<file path="src/hw/rtl/lsac_pkg.sv">
// Shared types and constants for the LRU set-associative cache tag model.
// Used by the channel interfaces, the compare unit and the top level.
package lsac_pkg;

  localparam int MAX_SET_BITS = 6;
  localparam int MAX_WAYS     = 8;

  localparam int SET_W     = (MAX_SET_BITS > 0) ? MAX_SET_BITS : 1;
  localparam int WAY_W     = (MAX_WAYS > 1) ? $clog2(MAX_WAYS) : 1;
  localparam int LINE_AW   = SET_W + WAY_W;
  localparam int NUM_LINES = 1 << LINE_AW;

  localparam int ADDR_W  = 64;
  localparam int TAG_W   = 64;
  localparam int STAMP_W = 64;
  localparam int TOTAL_W = 32;
  localparam int MODE_W  = 2;
  localparam int HITS_W  = 2;
  localparam int SHIFT_W = 6;

  localparam int SB_W   = 3;
  localparam int WAYS_W = 4;
  localparam int BB_W   = 5;

  localparam int CFG_IDX_W  = 2;
  localparam int CFG_DATA_W = 5;

  localparam logic [CFG_IDX_W-1:0] CFG_SET_BITS   = 2'd0;
  localparam logic [CFG_IDX_W-1:0] CFG_WAYS       = 2'd1;
  localparam logic [CFG_IDX_W-1:0] CFG_BLOCK_BITS = 2'd2;

  localparam logic [SB_W-1:0]   SET_BITS_RST   = 3'd4;
  localparam logic [WAYS_W-1:0] WAYS_RST       = 4'd1;
  localparam logic [BB_W-1:0]   BLOCK_BITS_RST = 5'd4;

  localparam logic [MODE_W-1:0] MODE_LOAD   = 2'd0;
  localparam logic [MODE_W-1:0] MODE_STORE  = 2'd1;
  localparam logic [MODE_W-1:0] MODE_MODIFY = 2'd2;
  localparam logic [MODE_W-1:0] MODE_NONE   = 2'd3;

  typedef struct packed {
    logic               valid;
    logic [TAG_W-1:0]   tag;
    logic [STAMP_W-1:0] stamp;
  } line_t;

  localparam int LINE_W = $bits(line_t);

  typedef struct packed {
    logic match;
    logic older;
  } cmp_res_t;

endpackage

</file>
<file path="src/hw/rtl/lsac_cmp.sv">
// Shared compare unit: tag match and LRU age compare for one cache line per cycle.
// Depends on lsac_pkg for the line and result types.
module lsac_cmp (
  input  lsac_pkg::line_t                 line_i,
  input  logic [lsac_pkg::TAG_W-1:0]      tag_i,
  input  logic [lsac_pkg::STAMP_W-1:0]    oldest_i,
  output lsac_pkg::cmp_res_t              res_o
);

  always_comb begin
    res_o.match = line_i.valid && (line_i.tag == tag_i);
    res_o.older = line_i.stamp < oldest_i;
  end

endmodule

</file>
<file path="config.mk">
export PLATFORM = sky130hd
export DESIGN_NAME = lsac_cmp
export DESIGN_NICKNAME = d
export VERILOG_FILES = /design/src/hw/rtl/lsac_pkg.sv /design/src/hw/rtl/lsac_cmp.sv
export SDC_FILE = /design/constraint.sdc
export NUM_CORES = 1
export LEC_CHECK = 0
export BUFFER_PORTS_ARGS = -buffer_cell sky130_fd_sc_hd__clkbuf_2
export CAP_MARGIN = 20
export CELL_PAD_IN_SITES_DETAIL_PLACEMENT = 0
export CELL_PAD_IN_SITES_GLOBAL_PLACEMENT = 1
export CORE_UTILIZATION = 24
export DETAILED_ROUTE_END_ITERATION = 16
export PLACE_DENSITY_LB_ADDON = 0.1
export SETUP_SLACK_MARGIN = 0.05
export SYNTH_ARGS = -nofsm -noshare
export SYNTH_HDL_FRONTEND = slang
export SYNTH_SLANG_ARGS = --single-unit
</file>
<file path="constraint.sdc">
create_clock -name vclk -period 3.4
set_clock_uncertainty 0.15 [all_clocks]
set_input_delay 0.34 -clock vclk [all_inputs]
set_output_delay 0.34 -clock vclk [all_outputs]
set_load 0.005 [all_outputs]
</file>
Yosys cells after proc, flatten, opt, wreduce, memory -nomap -nowiden
Index checks and enable logic that the tools add are counted.
{"block": "word_totals", "ff_bits": 0, "latchBits": 0, "mem_bits_rw": 0, "romBits": 0, "inputBits": 257, "output_inout_bits": 2, "wordCells": 3, "memories": 0}
{"block": "classes", "addsub": 0, "mul": 0, "n_div": 0, "magnitude_cmp": 1, "eq_ne": 1, "shift": 0, "mux": 0, "n_bitwise": 0, "n_reduce_logical": 1}
{"operator": "equality test 64 bit", "n": 1}
{"operator": "< comparator 64 bit", "n": 1}
{"operator": "logical AND 1 bit", "n": 1}

Longest topological paths before layout
{"block": "depth", "ltp_word": 2, "depth_mapped": 8}

Least setup slack after synthesis
No wires, ideal clock.
{"block": "synth_path", "kind": "input port to output port", "from": "in oldest_i[43] (netlist bit)", "to": "out res_o[0] (netlist bit)", "arrival_ns": 2.062, "t_required_ns": 2.910, "slack_ns": 0.848, "cell_stages": 8, "n_path_buf": 0, "cell_sequence": "inv_1 -> ha_1 -> and3_1 -> a221o_1 -> a221o_1 -> or3_1 -> a21oi_1 -> o21a_1"}
{"element": "start: declaration", "line": "lsac_cmp.sv:6", "source": "input logic [lsac_pkg::STAMP_W-1:0] oldest_i,"}
{"element": "end: declaration", "line": "lsac_cmp.sv:7", "source": "output lsac_pkg::cmp_res_t res_o"}

==> metrics.md <==
| Metric | Value |
|---|---|
| Hold Fails Final Rpt | `0` |
| Post-DP Area | `3760 um^2` |
| NumNets Final | `896` |
| # IOs | `259` |
| Core area | `roughly 9300 um^2` |
| Routed wire per std cell | `11.6 um` |
| Initial Utilization | `0.248` |
| Site row count | `35` |
| CP endpoint | `res_o[0]` |
| Die X | `99.9 um` |
| Largest net degree at the start of global routing | `4` |
| DP Worst Slack | `0.518 ns` |
| Vias in the first global route | `3065` |
| Hold-fix buffers at CTS | `0` |
| Crit path max fanout | `2` |
| Seq/Total Area, Yosys | `0` |
| Rel. slew slack | `0.709` |
| Routed vias | `3032` |
| Leak pwr | `about 2.4 nW` |
| Tmin final | `2.88 ns` |
| Antenna Nets Post-Route | `0` |
| RSZ-0062 raised after global routing | `false` |
| Yosys top cell by area | `ha_1` |
| Max_cap viols | `0` |
| PortBufs | `between 200 and 300` |
| Final setup violation count | `0` |
| CP Launch Type | `input pin` |
| TNS Setup | `0 ns` |
| Clock Buffer Count | `0` |
| DR iter-0 viols | `20` |
| Final Slew Violations | `0` |
| Overall routing resource usage | `0.156` |
| Post-Synthesis Cells | `roughly 320` |
| Die Y | `99.9 um` |
| Setup ws final | `0.523 ns` |
| Final Cycle Share | `0.846` |
| Post-CTS sizing | `0` |
| Maximum vdd drop | `0.0444 mV` |
| Critical Path AT | `2.39 ns` |
| PwrDens | `105 nW/um^2` |
| Post-CTS setup buffer count | `0` |
| Dpl hpwl | `between 8 and 9 mm` |
| Min-delay worst type | `in -> out` |
| Syn Nets | `635` |
| Register Area | `0 um^2` |
| Flip-flop and latch count | `0` |
| CP startpoint | `oldest_i[43]` |
| Fraction of layout cells with a size suffix above 1 | `0.453` |
| Max frequency | `around 0.35 GHz` |
| First-pass DRT Iterations | `4` |
| First-pass GRT wire length | `around 13 mm` |
| Diodes inserted | `0` |
| Total grt overflow | `0` |
| Yosys warning count | `0` |
| Status | `complete, no violations` |
| Vias per std cell | `4.31` |
| CP required | `2.91 ns` |
| Synth area leaders | `ha_1 (34%), xnor2_1 (16%), inv_1 (13%)` |
| Worst Tran Pin Value | `between 0.4 and 0.5 ns` |
| Initial antenna violation count | `0` |
| Design Area, Final | `3760 um^2` |
| Syn Std Cell Area | `2300 um^2` |
| Top cell type's share of synthesized area | `0.343` |
| GP Congestion | `0.785` |
| Unique masters post-synth | `31` |
| Post-route DRC | `0` |
| Worst Setup End Kind | `primary output` |
| FILL cells | `~1000` |
| Die area | `9980 um^2` |
| CP Class | `in -> out` |
| Syn avg cell area | `7.30 um^2` |
| Synth-to-Final Area Change | `63.3%` |
| Routed WL | `8.15 mm` |
| Final Total Pwr | `roughly 0.00040 W` |
==> cells in the mapped netlist <==
| cell | count |
|---|---|
| a21oi_1 | 16 |
| inv_1 | 79 |
| o2bb2ai_1 | 2 |
| and4_1 | 1 |
| nor4b_1 | 1 |
| nor4_1 | 5 |
| a2111oi_0 | 2 |
| o221ai_1 | 1 |
| o22ai_1 | 5 |
| o21ai_0 | 8 |
| ha_1 | 63 |
| or3_1 | 1 |
| a21o_1 | 16 |
| nand2_1 | 8 |
| and3_1 | 2 |
| nand3_1 | 5 |
| a221o_1 | 2 |
| nor2_1 | 5 |
| nor3_1 | 2 |
| or4_1 | 2 |
| a211o_1 | 1 |
| o21a_1 | 2 |
| o311ai_1 | 1 |
| and4_2 | 1 |
| xor2_1 | 7 |
| nand2b_1 | 1 |
| nand4_1 | 22 |
| a211oi_1 | 3 |
| a221oi_1 | 7 |
| nor2b_1 | 1 |
| xnor2_1 | 43 |
==> logic make-up after synthesis <==
logic type	Yosys count	synth area share
xor+xnor	50	0.190
simple gates	57	0.142
compound gates	66	0.196
fa+ha+maj	63	0.343
buf+inv	79	0.129
==> layout make-up <==
type / instances / area [um^2] / area share
inverter: 79 / 297 / 0.0789
timing repair buffer: 259 / 1300 / 0.345
tap: 129 / 161 / 0.0429
multi-input combinational: 236 / 2000 / 0.533
==> cells in the final DEF (no fill, tap or decap), types with 2 or more instances in the layout <==
| cell | synthesis | layout |
|---|---|---|
| o2bb2ai_1 | 2 | 2 |
| a21o_1 | 16 | 16 |
| nand4_1 | 22 | 22 |
| a2111oi_0 | 2 | 2 |
| ha_1 | 63 | 63 |
| xnor2_1 | 43 | 43 |
| nand3_1 | 5 | 5 |
| nor4_1 | 5 | 5 |
| o21a_1 | 2 | 2 |
| nor2_1 | 5 | 5 |
| or4_1 | 2 | 2 |
| a211oi_1 | 3 | 3 |
| a221o_1 | 2 | 2 |
| xor2_1 | 7 | 7 |
| clkbuf_2 | 0 | 259 |
| nand2_1 | 8 | 8 |
| nor3_1 | 2 | 2 |
| and3_1 | 2 | 2 |
| o21ai_0 | 8 | 8 |
| a221oi_1 | 7 | 7 |
| o22ai_1 | 5 | 5 |
| inv_1 | 79 | 79 |
| a21oi_1 | 16 | 16 |
==> worst min path at each step <==
| stage | slack (ns) | cells past startpoint | startpoint | to |
|---|---|---|---|---|
| floorplan | 0.66 | 2 | line_i[79] | res_o[1] |
| global placement | 0.88 | 4 | line_i[79] | res_o[1] |
| detailed placement | 0.88 | 4 | line_i[79] | res_o[1] |
| CTS | 0.88 | 4 | line_i[79] | res_o[1] |
| global route | 0.90 | 4 | line_i[79] | res_o[1] |
| finish | 0.88 | 4 | line_i[79] | res_o[1] |
==> stage by stage <==
step | cells | utilization | hold slack [ns]
finish | 703 | 0.405 | 0.876
global route | 703 | 0.405 | 0.903
CTS | 703 | 0.405 | 0.884
detailed placement | 703 | 0.405 | 0.884
global placement | 703 | 0.405 | 0.884
floorplan | 315 | - | 0.664
==> worst max-delay path, stage by stage <==
cell,delay [ns]
clkbuf_2,0.07
inv_1,0.03
ha_1,0.28
and3_1,0.20
a221o_1,0.34
a221o_1,0.35
or3_1,0.35
a21oi_1,0.17
o21a_1,0.15
clkbuf_2,0.11
==> power breakdown <==
| group | total [W] | switching, W | leakage (nW) | internal, W |
|---|---|---|---|---|
| Combinational | 0.000395 | 0.000165 | 2.38 | 0.000230 |
| Sequential | 0 | 0 | 0 | 0 |
| Clock | 0 | 0 | 0 | 0 |
| Total | 0.000395 | 0.000165 | 2.38 | 0.000230 |
==> metal layers <==
layer | track usage | wire [um] | up-vias
met2 | 0.319 | 4170 | 127
met3 | 0.0265 | 645 | 8
met5 | 0 | 0 | -
met1 | 0.169 | 3210 | 1269
li1 | - | - | 1628
met4 | 0.0192 | 118 | 0
Note: power is estimated with default switching activity, not from simulation.
