$ cat config.mk
export PLATFORM = sky130hd
export DESIGN_NAME = lsac_ram
export DESIGN_NICKNAME = d
export VERILOG_FILES = /design/src/hw/rtl/lsac_ram.sv
export SDC_FILE = /design/constraint.sdc
export NUM_CORES = 1
export LEC_CHECK = 0
export BUFFER_PORTS_ARGS = -buffer_cell sky130_fd_sc_hd__buf_2
export CORE_MARGIN = 2
export CORE_UTILIZATION = 40
export CTS_CLUSTER_SIZE = 25
export DETAILED_ROUTE_END_ITERATION = 10
export MAX_ROUTING_LAYER = met4
export PLACE_DENSITY_LB_ADDON = 0.25
export SLEW_MARGIN = 10
export SYNTH_ARGS = -nofsm -noshare
export SYNTH_HDL_FRONTEND = slang
export SYNTH_SLANG_ARGS = --single-unit
$ cat constraint.sdc
create_clock -name clk_i -period 3.1 [get_ports clk_i]
set_input_delay 0.62 -clock clk_i [delete_from_list [all_inputs] [get_ports clk_i]]
set_output_delay 0.62 -clock clk_i [all_outputs]
set_load 0.01 [all_outputs]
$ cat src/hw/rtl/lsac_ram.sv
// Generic single-port-write, single-port-read RAM with registered read data.
// Standalone; no package dependency.
module lsac_ram #(
  parameter int WIDTH = 8,
  parameter int DEPTH = 16
) (
  input  logic                     clk_i,
  input  logic                     we_i,
  input  logic [$clog2(DEPTH)-1:0] waddr_i,
  input  logic [WIDTH-1:0]         wdata_i,
  input  logic                     re_i,
  input  logic [$clog2(DEPTH)-1:0] raddr_i,
  output logic [WIDTH-1:0]         rdata_o
);

  logic [WIDTH-1:0] mem [DEPTH];
  logic [WIDTH-1:0] rdata_q;

  always_ff @(posedge clk_i) begin
    if (we_i) begin
      mem[waddr_i] <= wdata_i;
    end
    if (re_i) begin
      rdata_q <= mem[raddr_i];
    end
  end

  assign rdata_o = rdata_q;

endmodule

### Word-level counts from Yosys, hierarchy flattened

Memories as Yosys holds them, arrays and structs flattened. A register that Yosys moved wholly into a read port is not among the register bits.
Index checks and enable logic that the tools add are counted.

* RAM bits: 128
* input port bits: 19
* flip-flop bits (word level): 0
* output and inout bits: 8
* logic and storage cells: 3
* memories kept: 1

Memory list
* mem: words 16, width 8, read ports 1, clocked after memory_dff 1, wr ports 1, RTL line 16 `logic [WIDTH-1:0] mem [DEPTH];`

* muxes and demuxes: 2

Operators with widths (count)
* $mux W1: 2

### Depth between registers and ports, before layout

Gate-level depths: netlist of run 1.

* depth in word-level cells: 2
* depth in mapped cells: 5

### Least setup slack after synthesis of run 1

OpenSTA, ideal clock, no wires.

* path kind: input -> register
* from: input waddr_i[2]
* to: memory mem[0][0], enable pin
* setup time: 0.383 ns
* slack: 0.987 ns
* arrival: 1.730 ns
* stages on the path: 2
* data required time: 2.717 ns
* cells stage by stage: or3b_2 nor3_1

RTL lines
* start, declared: RTL line 9 `input logic [$clog2(DEPTH)-1:0] waddr_i,`
* end, declared: RTL line 16

No word-level cell before the write port.

==> summary.txt, run 1 <==
Place
  • Final HPWL DP: 6430 um
  • DP Worst Slack: 0.751 ns
  • Port Buffers: 26
  • Placed insts: 434
  • Gpl congestion: 0.714
  • Dpl cell area: 0.00563 sq mm

CTS
  • Sink Count: 136
  • Clk buf depth: 2
  • CTS tree: built
  • Root Driver: clkbuf_16
  • Skew-Pair Late Insertion Delay: 0.41 ns
  • CTS Hold Buffers Added: 0
  • CTS Buf Count: 17
  • CTS resizes: 0
  • CTS H-tree lvls: 4
  • Post-CTS Setup Bufs: 0
  • Clock slew at reported path FFs: 0.06 ns

Setup path
  • Crit-path max FO: 14
  • Crit path DAT: 2.05 ns
  • Slowest CP cell: mux4_1
  • Slowest stage delay, CP: 0.58 ns
  • CP required: 3.25 ns
  • Worst Setup Start Kind: input port
  • WS Path Type: input port to flop
  • Worst path cell trace: buf_2 -> buf_12 -> mux4_1 -> a22oi_1 -> nand2_1
  • Setup crit end kind: flop
  • Worst reg-to-reg path cell count: 3

Drt
  • Post-DRT Antenna Nets: 0
  • WL final: 10100 um
  • Starting DRT DRC Count: 222
  • DR vias: 2432
  • Avg WL per Cell: 21.7 um
  • # DRC: 0
  • Drt first pass iters: 4
  • Via density: 5.22

Finish
  • Final Instance Count excl. Fillers: 466
  • Antenna diodes: 0
  • Final #Nets: 300
  • Design area: 0.00623 sq mm
  • Number of fill cells: 1033
  • Share of post-route cells with drive strength above 1: 31.6%
  • Layout area overhead: 19.2%

Worst hold path
  • Worst Hold Depth: 1
  • Worst hold path class: input port to flop

Synthesis
  • Synth Area in XOR/XNOR: 0%
  • Synth Area per Inst: 22.8 sq um
  • Cell count after synthesis: 229
  • Sequential area share after synthesis: 78.1%
  • Synth Net Count: 248
  • Combinational family with the most area after synthesis: multiplexers
  • Synth Cell Area: 0.00523 sq mm
  • Unique masters post-synth: 18
  • Synth warn: 0
  • Simple-Gate Fraction of Synth Area: 3.14%
  • Post-synthesis compound-gate area fraction: 2.30%
  • Adder-cell area share of the yosys netlist: 0%
  • Number of synthesized register bits: 136
  • Multiplexer share of the synthesized area: 14.8%

Global route
  • Overall Global Routing Usage: 16.1%
  • Pin count of the biggest net entering global routing: 33
  • Number of global-route vias before repair: 2436
  • Initial antenna violation count: 0
  • Global-route wire length before repair: 15400 um
  • Grt ovf: 0

STA
  • Period utilization: 61.2%
  • F_max: 0.527 GHz
  • Final Hold Vio Count: 0
  • Count of final max-slew check failures: 0
  • Slew @ Worst Pin: 0.852 ns
  • Worst hold margin: 0.591 ns
  • Setup-failing EPs final: 0
  • Clk_skew: 0.00616 ns
  • Worst setup margin: 1.20 ns
  • RSZ-0062 raised after global routing: no
  • Setup_tns: 0 ns
  • Max_slew headroom: 43.0%
  • Min Clock Period, post-route: 1.90 ns

Power
  • Cell area power density: 687 mW/mm^2
  • Peak VDD IR: 0.000346 V
  • P_leak: 2.09 nW

Floorplanning
  • # IOs: 27
  • Die area: 0.0140 sq mm
  • Total core area: 0.0127 sq mm
  • Die H: 118 um
  • Cell row count: 41
  • Initial Utilization: 41.3%
  • Die Span X: 118 um

Run
  • Max_cap viols: 0

Status
  • Status: completed
## kinds of logic after synthesis
logic type             count (synthesis)
AOI/OAI and AO/OA                     16
and+or+nand+nor                       35
muxes                                 32
buffers and inverters                 10
DFF                                  136
## layer usage
metal / track usage, % / vias up / routed length (um)
li1: - / 1090 / -
met1: 23.4 / 1268 / 4840
met2: 21.6 / 69 / 4660
met3: 4.97 / 5 / 562
met4: 4.97 / 0 / 61
met5: - / - / 0
## report_power, final
part	switching, mW	total, mW	internal, mW
clock	0.740	2.00	1.27
sequential	0.0109	2.08	2.07
combinational	0.111	0.191	0.0794
## Yosys cell counts, drive strengths merged
| master | n | share of area [%] |
|---|---|---|
| nand3 | 1 | 0.096 |
| nor3 | 4 | 0.38 |
| and2 | 1 | 0.12 |
| or3b | 1 | 0.17 |
| nor2b | 1 | 0.12 |
| edfxtp | 136 | 78 |
| nand3b | 2 | 0.29 |
| a22oi | 16 | 2.3 |
| buf | 7 | 1.1 |
| mux4 | 32 | 15 |
| nand2 | 9 | 0.65 |
| nand2b | 2 | 0.24 |
| clkdlybuf4s25 | 3 | 0.57 |
| nor2 | 13 | 0.93 |
| and2b | 1 | 0.14 |
## layout by cell type, fill, tap and decap left out, types with 4 or more instances in the layout
cell type     n
nor2_1       13
nor3_1        4
edfxtp_1    136
mux4_2       18
nand2_1       9
buf_4        16
mux4_1       14
clkinvlp_4    4
a22oi_1      16
clkbuf_16    17
buf_2        26
## registers in the layout, summed over array words and instances (netlist names)
name and flops:
mem 128, rdata_o 8
## worst max-delay path: cells and delay by family
kind	cells	cell delay [ns]
AO/OA/AOI/OAI	1	0.29
multiplexers	1	0.58
buffers and inverters	2	0.47
AND/OR/NAND/NOR	1	0.08
## worst paths after layout
kind	start	to	slack, ns
min	re_i	rdata_o[3]	0.59
min reg2reg	mem[14][5]	rdata_o[5]	0.74
max	raddr_i[0]	rdata_o[3]	1.20
max reg2reg	mem[1][5]	rdata_o[5]	1.60
## through the flow
stage | total power, mW | util, %
floorplan | 2.23 | -
global placement | 2.31 | 44.4
detailed placement | 2.32 | 44.4
CTS | 4.32 | 49.2
global route | 4.42 | 49.2
finish | 4.28 | 49.2
## final cells by class
cell class,instances,area [sq um],share of cell area [%]
Sequential cell,136,4080,65.6
Multi-Input combinational cell,83,1060,17.0
Clock buffer,17,425,6.83
Timing Repair Buffer,43,270,4.34
Tap cell,172,215,3.45
Clock inverter,15,178,2.85
Note: power is estimated with default switching activity, not from simulation.
==> run 2: changes to the inputs <==
clock period = 1.9 ns   (was 3.1 ns; I/O delays follow)
==> run 2 against run 1 <==
  * Clock skew grew 0.0022 ns
  * Clock-buffer cell count is the same
  * Final cell count grew 1.7%
  * Register-to-register slack lost 1.2 ns
  * Sequential power grew 63%
  * First-iteration DRC count grew 4.1%
  * Largest power group unchanged
  * Highest routed layer unchanged
==> summary.txt, run 2 (synthesized netlist as in run 1, its figures left out) <==
Status
  • Status: completed

Drt
  • Post-DRT Antenna Nets: 0 (unchanged)
  • # DRC: 0 (unchanged)
  • Drt first pass iters: 4 (unchanged)
  • Via density: 5.32 (+2.0%)
  • DR vias: 2522 (+3.7%)
  • Starting DRT DRC Count: 231 (+4.1%)
  • Avg WL per Cell: 22.5 um (+3.6%)
  • WL final: 10700 um (+5.4%)

Floorplanning
  • Die area: 0.0140 sq mm (unchanged)
  • Initial Utilization: 41.3% (unchanged)
  • Die H: 118 um (unchanged)
  • Total core area: 0.0127 sq mm (unchanged)
  • # IOs: 27 (unchanged)
  • Cell row count: 41 (unchanged)
  • Die Span X: 118 um (unchanged)

CTS
  • CTS H-tree lvls: 4 (unchanged)
  • Skew-Pair Late Insertion Delay: 0.41 ns (about the same)
  • Clk buf depth: 2 (unchanged)
  • Post-CTS Setup Bufs: 0 (unchanged)
  • CTS resizes: 0 (unchanged)
  • CTS tree: built
  • Clock slew at reported path FFs: 0.06 ns (about the same)
  • CTS Buf Count: 17 (unchanged)
  • Root Driver: clkbuf_16
  • Sink Count: 136 (unchanged)
  • CTS Hold Buffers Added: 0 (unchanged)

Setup path
  • WS Path Type: input port to flop
  • CP required: 2.06 ns (-1.19 ns)
  • Worst Setup Start Kind: input port
  • Crit-path max FO: 19 (+5)
  • Crit path DAT: 1.64 ns (-0.41 ns)
  • Setup crit end kind: flop

Power
  • Total Power: 6.87 mW (+61%)
  • P_leak: 2.13 nW (+2.3%)
  • Cell area power density: 1090 mW/mm^2 (+59%)
  • Peak VDD IR: 0.000685 V (+98%)

Finish
  • Number of fill cells: 1023 (-0.97%)
  • Multi-input gate area: 0.00106 sq mm (unchanged)
  • Final core occ: 49.7% (+0.58 points)
  • Sequential cell area: 0.00408 sq mm (unchanged)
  • Share of post-route cells with drive strength above 1: 33.8% (+2.1 points)
  • Largest register FFs: 128 (unchanged)
  • Biggest register: mem
  • Commonest cells after routing, fill and taps aside: 136 x edfxtp_1, 26 x buf_2, 21 x buf_4
  • Layout area overhead: 20.6%
  • Final #Nets: 308 (+2.7%)
  • Most common cell after layout, fill and taps aside: edfxtp_1
  • Design area: 0.00630 sq mm (+1.2%)
  • Final Instance Count excl. Fillers: 474 (+1.7%)
  • Antenna diodes: 0 (unchanged)

Place
  • Port Buffers: 26 (unchanged)
  • Placed insts: 442 (+1.8%)
  • Dpl cell area: 0.00572 sq mm (+1.7%)
  • Gpl congestion: 0.700 (-2.0%)
  • Final HPWL DP: 6650 um (+3.3%)

STA
  • Setup-failing EPs final: 0 (unchanged)
  • Period utilization: 78.3%
  • Count of final max-slew check failures: 0 (unchanged)
  • Final Hold Vio Count: 0 (unchanged)
  • Max_slew headroom: 71.9% (+29 points)
  • Min Clock Period, post-route: 1.49 ns
  • Clk_skew: 0.00835 ns (+0.00219 ns)
  • RSZ-0062 raised after global routing: no
  • F_max: 0.673 GHz
  • Slew @ Worst Pin: 0.421 ns (-0.432 ns)

Global route
  • Overall Global Routing Usage: 17.1% (+1.0 points)
  • Number of global-route vias before repair: 2606 (+7.0%)
  • Initial antenna violation count: 0 (unchanged)
  • Pin count of the biggest net entering global routing: 20 (-39%)
  • Grt ovf: 0 (unchanged)
  • GR peak layer: met1
  • Met2 GRT Util: 23.6% (+2.0 points)
  • Global-route wire length before repair: 16200 um (+4.9%)
  • GR Layer Usage met1: 23.8% (+0.44 points)
  • Global Route met3 Usage: 4.73% (-0.24 points)

Run
  • Max_cap viols: 0 (unchanged)

Worst hold path
  • Worst hold path class: input port to flop
[run 2: path summary, 6_finish.rpt]
path               from    endpoint  cells past startpoint  slack, ns
min reg2reg   mem[0][1]  rdata_o[1]                      3       0.76
max reg2reg   mem[9][4]  rdata_o[4]                      3       0.42
max          raddr_i[0]  rdata_o[3]                      6       0.41
min                re_i  rdata_o[1]                      1       0.34
[run 2: layout make-up]
| cell class | instances | area share [%] |
|---|---|---|
| clock buffers | 17 | 6.75 |
| clock inverters | 15 | 2.44 |
| multi-input cells | 83 | 16.8 |
| flip-flops and latches | 136 | 64.8 |
| well taps | 172 | 3.41 |
| repair buffers | 51 | 5.84 |
[run 2: through the flow]
stage	setup WS [ns]	setup TNS (ns)	hold WS, ns
2_1_floorplan	0.0271	0	0.479
3_3_place_gp	0.00985	0	0.740
3_5_place_dp	-0.00214	-0.00214	0.738
4_1_cts	0.401	0	0.330
5_1_grt	0.349	0	0.334
6_report	0.413	0	0.338
[run 2: worst max-delay path, stage by stage]
cell     delay (ns)
buf_2          0.15
buf_12         0.20
buf_4          0.16
mux4_2         0.50
a22oi_1        0.17
nand2_1        0.08
[run 2: routing by layer]
layer	up-vias	routed length, um
li1	1103	-
met1	1314	4790
met2	97	5030
met3	8	732
met4	0	125
met5	-	0
[run 2: power by group]
group          total [mW]  internal, mW  switching (mW)
logic               0.333         0.145           0.188
registers            3.40          3.38          0.0157
clock network        3.15          1.93            1.21
total                6.87          5.46            1.42
==> run 3: changes to the inputs <==
ABC_AREA = 1   (was not set)
clock period = 1.4 ns   (was 1.9 ns; I/O delays follow)
==> run 3 against run 2 <==
  * Non-clock buffer count increased by 4
  * Sequential power increased by 36%
  * Clock skew decreased by 0.0021 ns
  * Area after synthesis increased by 12%
  * Register-to-register slack got worse by 0.20 ns
==> summary.txt, run 3 <==
Synthesis
  • Combinational family with the most area after synthesis: simple AND/OR/NAND/NOR gates
  • Synth async-reset ratio: 0% (unchanged)
  • Synth Net Count: 570 (+130%)
  • Sequential area share after synthesis: 69.8% (-8.3 points)
  • Cell count after synthesis: 551 (+140%)
  • Synth area leader: edfxtp_1
  • Synth warn: 0 (unchanged)
  • Number of synthesized register bits: 136 (unchanged)
  • Post-synthesis compound-gate area fraction: 0% (-2.3 points)
  • Top cells by area, synth: edfxtp_1 70%, nand2_1 11%, nand3_1 8.3%
  • Post-synth EDFFs: 136 (unchanged)
  • Synth Area per Inst: 10.6 sq um (-54%)
  • Synth cell count leaders: 173 x nand2_1, 136 x edfxtp_1, 100 x inv_1, 97 x nand3_1, 17 x nor2_1
  • Post-synth top area share: 69.8% (-8.3 points)
  • Synth Cell Area: 0.00585 sq mm (+12%)
  • Multiplexer share of the synthesized area: 0% (-15 points)
  • Synth Area in XOR/XNOR: 0% (unchanged)
  • Unique masters post-synth: 11 (-7)
  • Top-count cell post-synth: nand2_1
  • Simple-Gate Fraction of Synth Area: 20.8% (+18 points)
  • Top FF cell, synth: edfxtp_1
  • Adder-cell area share of the yosys netlist: 0% (unchanged)

Setup path
  • Worst path cell trace: buf_2
  • Setup crit end kind: primary output
  • Worst Setup Start Kind: flop
  • WS Path Type: flop to primary output
  • CP Launch Point: rdata_o[5]
  • Worst path bufs/invs: 1 (-2)
  • Reg2Reg Launch Point: mem[13][0]
  • Worst reg-to-reg path cell count: 6 (+3)
  • CP required: 1.12 ns (-0.94 ns)
  • Crit path DAT: 1.00 ns (-0.64 ns)
  • FF-to-FF setup slack: 0.22 ns (-0.20 ns)
  • FF-to-FF End: rdata_o[0]
  • Crit-path max FO: 1 (-18)
  • Crit-path leading delay family: flip-flops
  • Slowest CP cell: edfxtp_1
  • Slowest stage delay, CP: 0.42 ns (-0.08 ns)

STA
  • Worst setup margin: 0.115 ns (-0.298 ns)
  • F_max: 0.778 GHz
  • Slew @ Worst Pin: 0.610 ns (+0.190 ns)
  • RSZ-0062 raised after global routing: no
  • Count of final max-slew check failures: 0 (unchanged)
  • Worst hold margin: 0.246 ns (-0.0913 ns)
  • Setup-failing EPs final: 0 (unchanged)
  • Clk_skew: 0.00625 ns (-0.00210 ns)
  • Max_slew headroom: 59.3% (-13 points)
  • Min Clock Period, post-route: 1.28 ns
  • Period utilization: 91.8%
  • Final Hold Vio Count: 0 (unchanged)

Floorplanning
  • Die H: 125 um (+5.6%)
  • Die Span X: 125 um (+5.6%)
  • Cell row count: 44 (+7.3%)
  • # IOs: 27 (unchanged)
  • Total core area: 0.0144 sq mm (+14%)
  • Die area: 0.0156 sq mm (+11%)
  • Initial Utilization: 40.5% (-0.72 points)

Global route
  • Number of global-route vias before repair: 3595 (+38%)
  • Overall Global Routing Usage: 18.7% (+1.6 points)
  • Global-route wire length before repair: 21200 um (+31%)
  • Grt ovf: 0 (unchanged)
  • Pin count of the biggest net entering global routing: 40 (+100%)
  • Initial antenna violation count: 0 (unchanged)

Power
  • Total Power: 9.18 mW (+34%)
  • P_leak: 2.96 nW (+39%)
  • Cell area power density: 1340 mW/mm^2 (+23%)
  • Peak VDD IR: 0.000860 V (+26%)

Finish
  • Final #Nets: 620 (+100%)
  • Share of post-route cells with drive strength above 1: 13.5% (-20 points)
  • Final core occ: 47.5% (-2.3 points)
  • Antenna diodes: 0 (unchanged)
  • Largest register FFs: 128 (unchanged)
  • Most common cell after layout, fill and taps aside: nand2_1
  • Commonest cells after routing, fill and taps aside: 173 x nand2_1, 136 x edfxtp_1, 100 x inv_1
  • Biggest register: mem
  • Layout area overhead: 17.1%

Drt
  • # DRC: 0 (unchanged)
  • Via density: 4.80 (-9.7%)
  • WL final: 13500 um (+27%)
  • Avg WL per Cell: 17.0 um (-25%)
  • Post-DRT Antenna Nets: 0 (unchanged)
  • Starting DRT DRC Count: 386 (+67%)
  • Drt first pass iters: 5 (+1)
  • DR vias: 3834 (+52%)

CTS
  • CTS Buf Count: 17 (unchanged)
  • Post-CTS Setup Bufs: 0 (unchanged)
  • CTS H-tree lvls: 4 (unchanged)
  • Clk buf depth: 2 (unchanged)
  • Root Driver: clkbuf_16
  • Clock slew at reported path FFs: 0.06 ns (about the same)
  • CTS Hold Buffers Added: 0 (unchanged)
  • CTS resizes: 0 (unchanged)
  • CTS tree: built
  • Skew-Pair Late Insertion Delay: 0.41 ns (about the same)
  • Sink Count: 136 (unchanged)

Place
  • DP Worst Slack: -0.187 ns (-0.185 ns)
  • Gpl congestion: 0.804 (+15%)
  • Final HPWL DP: 8560 um (+29%)
  • Port Buffers: 26 (unchanged)

Status
  • Status: completed

Worst hold path
  • Hold EP: rdata_o[4]
  • Worst Hold Depth: 1 (unchanged)
  • Hold Path Origin: re_i
  • Worst hold path class: input port to flop

Run
  • Max_cap viols: 0 (unchanged)
[run 3: area by class of cell]
class | count | area, sq um
fill | 1314 | 7580
sequential | 136 | 4080
multi-input combinational | 289 | 1210
clock buffer | 22 | 444
timing repair buffer | 55 | 410
inverter | 102 | 383
tap | 184 | 230
clock inverter | 10 | 80.1
[run 3: per-stage QoR]
stage | instance area [sq um] | std cells | setup TNS (ns)
final | 6850 | 798 | 0
after global routing | 6850 | 798 | 0
after CTS | 6850 | 798 | 0
after detailed placement | 6320 | 766 | -0.751
after global placement | 6320 | 766 | -0.607
after floorplan | 5850 | 551 | 0
[run 3: report_power, final]
part | switching [mW] | internal, mW
sequential | 0.0268 | 4.59
clock | 1.57 | 2.41
combinational | 0.400 | 0.188
total | 1.99 | 7.19
[run 3: how the worst max path moves through the flow]
stage | cells after the start | to | slack (ns)
final | 1 | rdata_o[5] | 0.12
after CTS | 1 | rdata_o[5] | 0.09
after global routing | 1 | rdata_o[5] | 0.08
after global placement | 6 | rdata_o[0] | -0.15
after floorplan | 2 | mem[10][0] | 0.17
after detailed placement | 6 | rdata_o[0] | -0.19
[run 3: cells by family (layout without fill, tap and decap cells)]
| logic type | count (synthesis) | count (layout) |
|---|---|---|
| buffers and inverters | 126 | 189 |
| DFF | 136 | 136 |
| and+or+nand+nor | 289 | 289 |
[run 3: layer usage]
layer  vias up  GRT usage, %  wire (um)
met4         0          5.62        179
li1       1883             -          -
met2       109          27.6       6260
met1      1826          26.0       6460
met5         -             -          0
met3        16          4.12        639
